--- config.mk ---
export PLATFORM = sky130hd
export DESIGN_NAME = multichannel_olympic_average_unit
export DESIGN_NICKNAME = d
export VERILOG_FILES = /design/src/design/moa_pkg.sv /design/src/design/multichannel_olympic_average_unit.sv /design/src/design/moa_ctrl.sv /design/src/design/moa_dp.sv
export SDC_FILE = /design/constraint.sdc
export NUM_CORES = 1
export LEC_CHECK = 0
export ABC_AREA = 1
export BUFFER_PORTS_ARGS = -buffer_cell sky130_fd_sc_hd__buf_2
export CORE_MARGIN = 8
export CORE_UTILIZATION = 55
export CTS_CLUSTER_DIAMETER = 120
export DETAILED_ROUTE_END_ITERATION = 10
export HOLD_SLACK_MARGIN = 0.1
export PLACE_DENSITY = 0.69
export SYNTH_ARGS = -nofsm -noshare
export SYNTH_HDL_FRONTEND = slang
export SYNTH_HIERARCHICAL = 1
export SYNTH_SLANG_ARGS = --single-unit
--- constraint.sdc ---
create_clock -name clk -period 4.06 [get_ports clk]
set_input_delay 0.406 -clock clk [delete_from_list [all_inputs] [get_ports clk]]
set_output_delay 0.406 -clock clk [all_outputs]
set_load 0.1 [all_outputs]
--- src/design/moa_pkg.sv ---
`default_nettype none
package moa_pkg;

    // configuration of the filter
    localparam int CHANNELS    = 2;
    localparam int AVG_SHIFT   = 3;
    localparam int SAMPLE_BITS = 12;

    // field widths on the ports
    localparam int RAW_W  = 12;
    localparam int CHAN_W = 4;
    localparam int AVG_W  = 12;
    localparam int IN_TDATA_W  = 16;
    localparam int OUT_TDATA_W = 16;
    localparam int OUT_TUSER_W = 4;

    // derived sizes
    localparam int RING   = (1 << AVG_SHIFT) + 2;
    localparam int HIST_W = (SAMPLE_BITS < RAW_W) ? SAMPLE_BITS : RAW_W;
    localparam int SUM_W  = HIST_W + $clog2(RING + 1) + 1;
    localparam int SLOT_W = $clog2(RING);
    localparam int CH_W   = (CHANNELS > 1) ? $clog2(CHANNELS) : 1;

    typedef logic [HIST_W-1:0] sample_t;
    typedef logic [SUM_W-1:0]  sum_t;
    typedef logic [SLOT_W-1:0] slot_t;
    typedef logic [CH_W-1:0]   ch_t;
    typedef logic [CHAN_W-1:0] chan_out_t;
    typedef logic [AVG_W-1:0]  avg_t;

    localparam slot_t SLOT_ZERO = slot_t'(0);
    localparam slot_t SLOT_ONE  = slot_t'(1);
    localparam slot_t SLOT_LAST = slot_t'(RING - 1);
    localparam ch_t   CH_ZERO   = ch_t'(0);
    localparam ch_t   CH_ONE    = ch_t'(1);
    localparam ch_t   CH_LAST   = ch_t'(CHANNELS - 1);

    // controller to datapath
    typedef struct packed {
        logic start;   // take the request, store the sample
        logic step;    // fold one ring slot into sum, min, max
        logic finish;  // load the output register
    } cmd_t;

    // datapath to controller
    typedef struct packed {
        logic last_slot;  // the walk is at the final slot
        logic out_free;   // output register can take a result now
    } status_t;

endpackage
`default_nettype wire

--- src/design/multichannel_olympic_average_unit.sv ---
`default_nettype none
// channel   | dir | tdata                          | tuser
// s_axis    | in  | [11:0] raw_sample              | -
// m_axis    | out | [11:0] average                 | [3:0] channel
//
// a request is handled in order: store the sample, walk the ring slot by slot
// (10 slots) with a single read port, and load the result
// a new request is taken as soon as the result is loaded, even if it has
// not yet been taken downstream; the result load, and with it the next
// request, waits only while an earlier result still sits unaccepted
// reset (rst_n low, asynchronous) clears the whole history, write positions
// and the channel pointer
module multichannel_olympic_average_unit (
    input  wire                                clk,
    input  wire                                rst_n,
    input  wire                                s_axis_tvalid,
    output logic                               s_axis_tready,
    input  wire [moa_pkg::IN_TDATA_W-1:0]      s_axis_tdata,   // [11:0] raw_sample
    output logic                               m_axis_tvalid,
    input  wire                                m_axis_tready,
    output logic [moa_pkg::OUT_TDATA_W-1:0]    m_axis_tdata,   // [11:0] average
    output logic [moa_pkg::OUT_TUSER_W-1:0]    m_axis_tuser    // [3:0] channel
);

    moa_pkg::cmd_t      cmd;
    moa_pkg::status_t   status;
    moa_pkg::avg_t      average;
    moa_pkg::chan_out_t channel;

    // sequencer
    moa_ctrl u_ctrl (
        .clk      (clk),
        .rst_n    (rst_n),
        .in_valid (s_axis_tvalid),
        .in_ready (s_axis_tready),
        .status   (status),
        .cmd      (cmd)
    );

    // history, walk and output register
    moa_dp u_dp (
        .clk         (clk),
        .rst_n       (rst_n),
        .cmd         (cmd),
        .status      (status),
        .raw_sample  (s_axis_tdata[moa_pkg::RAW_W-1:0]),
        .out_valid   (m_axis_tvalid),
        .out_ready   (m_axis_tready),
        .out_channel (channel),
        .out_average (average)
    );

    assign m_axis_tdata = moa_pkg::OUT_TDATA_W'(average);
    assign m_axis_tuser = channel;

    // no new request while the ring walk is running
    assert property (@(posedge clk) disable iff (!rst_n)
        s_axis_tvalid && s_axis_tready |=> !s_axis_tready)
        else $error("request taken during ring walk");

    // a result is only loaded when the output register is free
    assert property (@(posedge clk) disable iff (!rst_n)
        cmd.finish |-> (!m_axis_tvalid || m_axis_tready))
        else $error("result overwrote a pending result");

    // reported channel is a served channel
    assert property (@(posedge clk) disable iff (!rst_n)
        m_axis_tvalid |-> (m_axis_tuser <= moa_pkg::CHAN_W'(moa_pkg::CHANNELS - 1)))
        else $error("channel out of range");

    // only one command at a time
    assert property (@(posedge clk) disable iff (!rst_n)
        $onehot0({cmd.start, cmd.step, cmd.finish}))
        else $error("conflicting datapath commands");

endmodule
`default_nettype wire

--- src/design/moa_ctrl.sv ---
`default_nettype none
module moa_ctrl (
    input  wire              clk,
    input  wire              rst_n,
    input  wire              in_valid,
    output logic             in_ready,
    input  moa_pkg::status_t status,
    output moa_pkg::cmd_t    cmd
);

    localparam logic [1:0] ST_IDLE = 2'd0;
    localparam logic [1:0] ST_WALK = 2'd1;
    localparam logic [1:0] ST_DONE = 2'd2;

    logic [1:0] state_reg;
    logic [1:0] state_next;

    // next state and commands
    always_comb
    begin
        state_next = state_reg;
        in_ready   = 1'b0;
        cmd        = '0;
        unique case (state_reg)
            ST_IDLE:
            begin
                in_ready = 1'b1;
                if (in_valid)
                begin
                    cmd.start  = 1'b1;
                    state_next = ST_WALK;
                end
            end
            ST_WALK:
            begin
                cmd.step = 1'b1;
                if (status.last_slot)
                begin
                    state_next = ST_DONE;
                end
            end
            ST_DONE:
            begin
                if (status.out_free)
                begin
                    cmd.finish = 1'b1;
                    state_next = ST_IDLE;
                end
            end
            default:
            begin
                state_next = ST_IDLE;
            end
        endcase
    end

    // state register
    always_ff @(posedge clk or negedge rst_n)
    begin
        if (!rst_n)
        begin
            state_reg <= ST_IDLE;
        end
        else
        begin
            state_reg <= state_next;
        end
    end

endmodule
`default_nettype wire

--- src/design/moa_dp.sv ---
`default_nettype none
module moa_dp (
    input  wire                                  clk,
    input  wire                                  rst_n,
    input  moa_pkg::cmd_t                        cmd,
    output moa_pkg::status_t                     status,
    input  wire [moa_pkg::RAW_W-1:0]             raw_sample,
    output logic                                 out_valid,
    input  wire                                  out_ready,
    output logic [moa_pkg::CHAN_W-1:0]           out_channel,
    output logic [moa_pkg::AVG_W-1:0]            out_average
);

    moa_pkg::sample_t hist_reg [moa_pkg::CHANNELS][moa_pkg::RING];
    moa_pkg::slot_t   wslot_reg [moa_pkg::CHANNELS];
    moa_pkg::ch_t     chptr_reg;
    moa_pkg::ch_t     cur_ch_reg;
    moa_pkg::slot_t   idx_reg;
    moa_pkg::sum_t    sum_reg;
    moa_pkg::sample_t lo_reg;
    moa_pkg::sample_t hi_reg;
    logic             out_valid_reg;
    moa_pkg::chan_out_t out_ch_reg;
    moa_pkg::avg_t    out_avg_reg;

    moa_pkg::slot_t   slot_next;
    moa_pkg::ch_t     chptr_next;
    moa_pkg::sample_t rd_val;
    moa_pkg::sum_t    trimmed;

    // write position and channel advance
    always_comb
    begin
        if (wslot_reg[chptr_reg] == moa_pkg::SLOT_LAST)
        begin
            slot_next = moa_pkg::SLOT_ZERO;
        end
        else
        begin
            slot_next = wslot_reg[chptr_reg] + moa_pkg::SLOT_ONE;
        end
        if (chptr_reg == moa_pkg::CH_LAST)
        begin
            chptr_next = moa_pkg::CH_ZERO;
        end
        else
        begin
            chptr_next = chptr_reg + moa_pkg::CH_ONE;
        end
    end

    // ring read for the walk and the trimmed sum
    assign rd_val  = hist_reg[cur_ch_reg][idx_reg];
    assign trimmed = sum_reg - moa_pkg::sum_t'(lo_reg) - moa_pkg::sum_t'(hi_reg);

    assign status.last_slot = (idx_reg == moa_pkg::SLOT_LAST);
    assign status.out_free  = !out_valid_reg || out_ready;

    // sample history, cleared at reset
    always_ff @(posedge clk or negedge rst_n)
    begin
        if (!rst_n)
        begin
            for (int c = 0; c < moa_pkg::CHANNELS; c++)
            begin
                for (int s = 0; s < moa_pkg::RING; s++)
                begin
                    hist_reg[c][s] <= '0;
                end
                wslot_reg[c] <= moa_pkg::SLOT_ZERO;
            end
            chptr_reg <= moa_pkg::CH_ZERO;
        end
        else if (cmd.start)
        begin
            hist_reg[chptr_reg][slot_next] <= moa_pkg::sample_t'(raw_sample);
            wslot_reg[chptr_reg]           <= slot_next;
            chptr_reg                      <= chptr_next;
        end
    end

    // walk over the ring: sum, minimum, maximum
    always_ff @(posedge clk)
    begin
        if (cmd.start)
        begin
            cur_ch_reg <= chptr_reg;
            idx_reg    <= moa_pkg::SLOT_ZERO;
        end
        else if (cmd.step)
        begin
            if (idx_reg == moa_pkg::SLOT_ZERO)
            begin
                sum_reg <= moa_pkg::sum_t'(rd_val);
                lo_reg  <= rd_val;
                hi_reg  <= rd_val;
            end
            else
            begin
                sum_reg <= sum_reg + moa_pkg::sum_t'(rd_val);
                if (rd_val < lo_reg)
                begin
                    lo_reg <= rd_val;
                end
                if (rd_val > hi_reg)
                begin
                    hi_reg <= rd_val;
                end
            end
            if (idx_reg != moa_pkg::SLOT_LAST)
            begin
                idx_reg <= idx_reg + moa_pkg::SLOT_ONE;
            end
        end
    end

    // output register valid flag
    always_ff @(posedge clk or negedge rst_n)
    begin
        if (!rst_n)
        begin
            out_valid_reg <= 1'b0;
        end
        else if (cmd.finish)
        begin
            out_valid_reg <= 1'b1;
        end
        else if (out_ready)
        begin
            out_valid_reg <= 1'b0;
        end
    end

    // output register payload
    always_ff @(posedge clk)
    begin
        if (cmd.finish)
        begin
            out_ch_reg  <= moa_pkg::chan_out_t'(cur_ch_reg);
            out_avg_reg <= moa_pkg::avg_t'(trimmed >> moa_pkg::AVG_SHIFT);
        end
    end

    assign out_valid   = out_valid_reg;
    assign out_channel = out_ch_reg;
    assign out_average = out_avg_reg;

endmodule
`default_nettype wire
==> flow_metrics.env <==
export IMPL_grt_pass1_wl_mm=64.4
export IMPL_drt_pass1_iter_count=6
export IMPL_timing_rr_end="u_dp/lo_reg[0]"
export IMPL_synthAdderAreaFrac=0.0580
export IMPL_worstSetupEndpointType="flip-flop"
export IMPL_grt_use_total=0.225
export IMPL_avgViaCountPerCell=5.65
export IMPL_largest_reg_flops=240
export IMPL_gr_total_overflow=0
export IMPL_arrival_ns=3.90
export IMPL_skew_ns=0.0345
export IMPL_cts_path_max_buffers=3
export IMPL_num_rows=62
export IMPL_initial_utilization=0.557
export IMPL_cts_root_buf="clkbuf_16"
export IMPL_worstReg2RegStart="u_dp/cur_ch_reg"
export IMPL_fin_util=0.614
export IMPL_synth_compound_area_frac=0.189
export IMPL_final_hold_viol_count=0
export IMPL_post_route_min_period_ns=3.70
export IMPL_route_detailed_drc=0
export IMPL_grt_max_degree=115
export IMPL_synth_simple_gate_area_frac=0.161
export IMPL_drt_iter0_drc=1103
export IMPL_fillCellCount=2508
export IMPL_period_share=0.911
export IMPL_synth_top_family_by_area="compound AO/OA/AOI/OAI gates"
export IMPL_whs_endpoint="u_dp/out_valid"
export IMPL_h_tree_depth=2
export IMPL_synth_edf_count=53
export IMPL_maxCapViolCount=0
export IMPL_ios=42
export IMPL_avgSynthCellArea_um2=8.94
export IMPL_worst_path_max_fanout=36
export IMPL_drive_above_1_share=0.115
export IMPL_synthToLayoutAreaGrowth_pct=10.1
export IMPL_ys_async_sr_fraction=0.816
export IMPL_max_freq_mhz=270
export IMPL_hold_path_depth=4
export IMPL_ys_warn_count=6
export IMPL_cts_sinks=309
export IMPL_worst_hold_path_type="in -> reg"
export IMPL_die_area_mm2=0.0348
export IMPL_worstMarginPinSlew_ns=1.03
export IMPL_synth_distinct_cells=55
export IMPL_synthTopCellsByArea="dfrtp_1, edfxtp_1, o21ai_0"
export IMPL_grt_pass1_vias=12007
export IMPL_muxShareOfSynthArea=0.000626
export IMPL_outcome="complete, no violations"
export IMPL_synthCells=1789
export IMPL_min_delay_start="m_axis_tready"
export IMPL_critPathLaunchType="flip-flop"
export IMPL_diodes=0
export IMPL_nets=1883
export IMPL_worst_setup_path_type="reg -> reg"
export IMPL_slew_headroom=0.311
export IMPL_setup_violations=0
export IMPL_synthFlopType="dfrtp_1"
export IMPL_r2r_cells=14
export IMPL_portBuffers=30
export IMPL_rsz0062_at_grt="no"
export IMPL_cts_buffers=35
export IMPL_antenna_found_initial=0
export IMPL_yosysSeqAreaShare=0.499
export IMPL_vias=12458
export IMPL_dieWidth_um=187
export IMPL_crit_required_ns=4.26
export IMPL_synth_area_mm2=0.0160
export IMPL_netlist_area_leader_share=0.394
export IMPL_wire_per_inst_um=18.2
export IMPL_drt_total_wl_mm=40.2
export IMPL_core_mm2=0.0287
export IMPL_die_h_um=187
export IMPL_finalSetupTns_ns=0
export IMPL_cts_tree="done"
export IMPL_dp_hpwl_mm=25.7
export IMPL_r2r_slack_ns=0.36
export IMPL_clk_pin_slew_ns=0.06
export IMPL_insertion_delay_ns=0.52
export IMPL_place_gp_congestion=0.886
export IMPL_maxSlewViolCount=0
export IMPL_synth_seq_cells=309
export IMPL_yosys_area_top_type="dfrtp_1"
export IMPL_final_antenna_net_count=0
export IMPL_yosys_area_share_xor_xnor=0.0120
-- per-stage QoR --
stage,worst slack (ns),hold slack (ns),instances,cell area [um^2]
final,0.362,0.199,2206,17600
after global routing,0.0649,0.212,2206,17600
after CTS,0.113,0.196,2201,17600
after detailed placement,0.129,0.468,2137,16400
after global placement,0.233,0.462,2137,16400
after floorplan,0.405,0.110,1794,16000
-- Yosys cell counts (4+ instances only) --
cell        n
buf_2      20
o211ai_1   13
nor2_1     88
o21a_1     44
buf_1       7
buf_6      16
a21oi_2    15
nand3_2     8
nor2_2      9
a21oi_1   112
o21ai_2    10
inv_2       5
o21ai_1    28
nand2_1   344
nor2_4     13
a21o_1      4
fa_1       12
xnor2_1     7
edfxtp_1   53
clkbuf_1   49
xor2_1     13
clkbuf_2    6
o21ai_0   285
nor3_1      6
buf_4      13
nand3_1    77
nor2_8      4
nand4_1     5
nand2_4     6
inv_1     165
o221ai_1    9
dfrtp_1   252
dfxtp_1     4
ha_1       55
-- kinds of logic (layout without fill, tap and decap cells) --
| logic type | Yosys count | after routing |
|---|---|---|
| AOI/OAI and AO/OA | 535 | 535 |
| xor gates and xnor gates | 21 | 21 |
| adders and majority gates | 67 | 67 |
| buffers and inverters | 286 | 314 |
| DFF | 309 | 309 |
| muxes | 1 | 1 |
| other | 2 | 7 |
| and+or+nand+nor | 568 | 568 |
-- worst max-delay path: stages, from the launching register on --
cell and delay [ns]:
edfxtp_1 0.50, clkbuf_16 0.29, buf_12 0.22, o21ai_0 0.11, o221ai_1 0.27, o211ai_1 0.17
a21oi_1 0.16, a21o_1 0.34, ha_1 0.30, nand4_1 0.11, a31oi_1 0.06, a2111oi_0 0.33
nand2_1 0.11, a21oi_1 0.18, buf_4 0.21
-- area by class of cell --
type / count / area (um^2) / share of cell area
repair inverters: 1 / 5.00 / 0.000284
multi-input cells: 1199 / 6750 / 0.383
flip-flops and latches: 309 / 7980 / 0.453
inverters: 174 / 663 / 0.0377
repair buffers: 76 / 571 / 0.0324
clock buffers: 58 / 1100 / 0.0627
well taps: 384 / 480 / 0.0273
clock inverters: 5 / 53.8 / 0.00306
-- routing by layer --
layer  GRT usage  wire length, um  part of all wire
met5           0                0                 0
met4      0.0690             1020             0.025
met3      0.0328             2750             0.068
met2       0.367            18800              0.47
met1       0.308            17700              0.44
-- cell usage in the layout (no fill, tap or decap), types with 8 or more instances in the layout --
cell,netlist,layout
clkbuf_16,0,38
clkbuf_8,0,10
ha_1,55,55
edfxtp_1,53,53
nor2_2,9,9
nand3_1,77,77
nand2_1,344,344
clkbuf_1,49,11
nor2_4,13,13
a21oi_1,112,112
o221ai_1,9,9
buf_2,20,29
dfrtp_1,252,252
o21ai_1,28,30
buf_4,13,39
nor2_1,88,88
fa_1,12,12
o21ai_0,285,283
a21oi_2,15,15
o211ai_1,13,13
o21ai_2,10,10
xor2_1,13,13
inv_1,165,165
nand3_2,8,8
o21a_1,44,44
-- worst max path at each step --
stage / startpoint / to / slack (ns) / cells after the start
2_1_floorplan: u_dp/cur_ch_reg / u_dp/lo_reg[0] / 0.40 / 17
3_3_place_gp: u_dp/cur_ch_reg / u_dp/sum_reg[14] / 0.23 / 20
3_5_place_dp: u_dp/cur_ch_reg / u_dp/sum_reg[14] / 0.13 / 20
4_1_cts: u_dp/cur_ch_reg / u_dp/sum_reg[14] / 0.11 / 20
5_1_grt: u_dp/cur_ch_reg / u_dp/lo_reg[0] / 0.06 / 18
6_report: u_dp/cur_ch_reg / u_dp/lo_reg[0] / 0.36 / 14
-- what timing repair did --
| item | CTS | global route |
|---|---|---|
| buffers inserted | 0 | 2 |
| resized for setup | 0 | 8 |
| endpoints found under the hold margin | 110 | 0 |
| endpoints found under the setup margin | 0 | 16 |
| hold buffers | 1 | 0 |
Power is left out: the tool's default activity adds up to more than one toggle a clock period on the data nets, which glitch-free logic cannot reach.
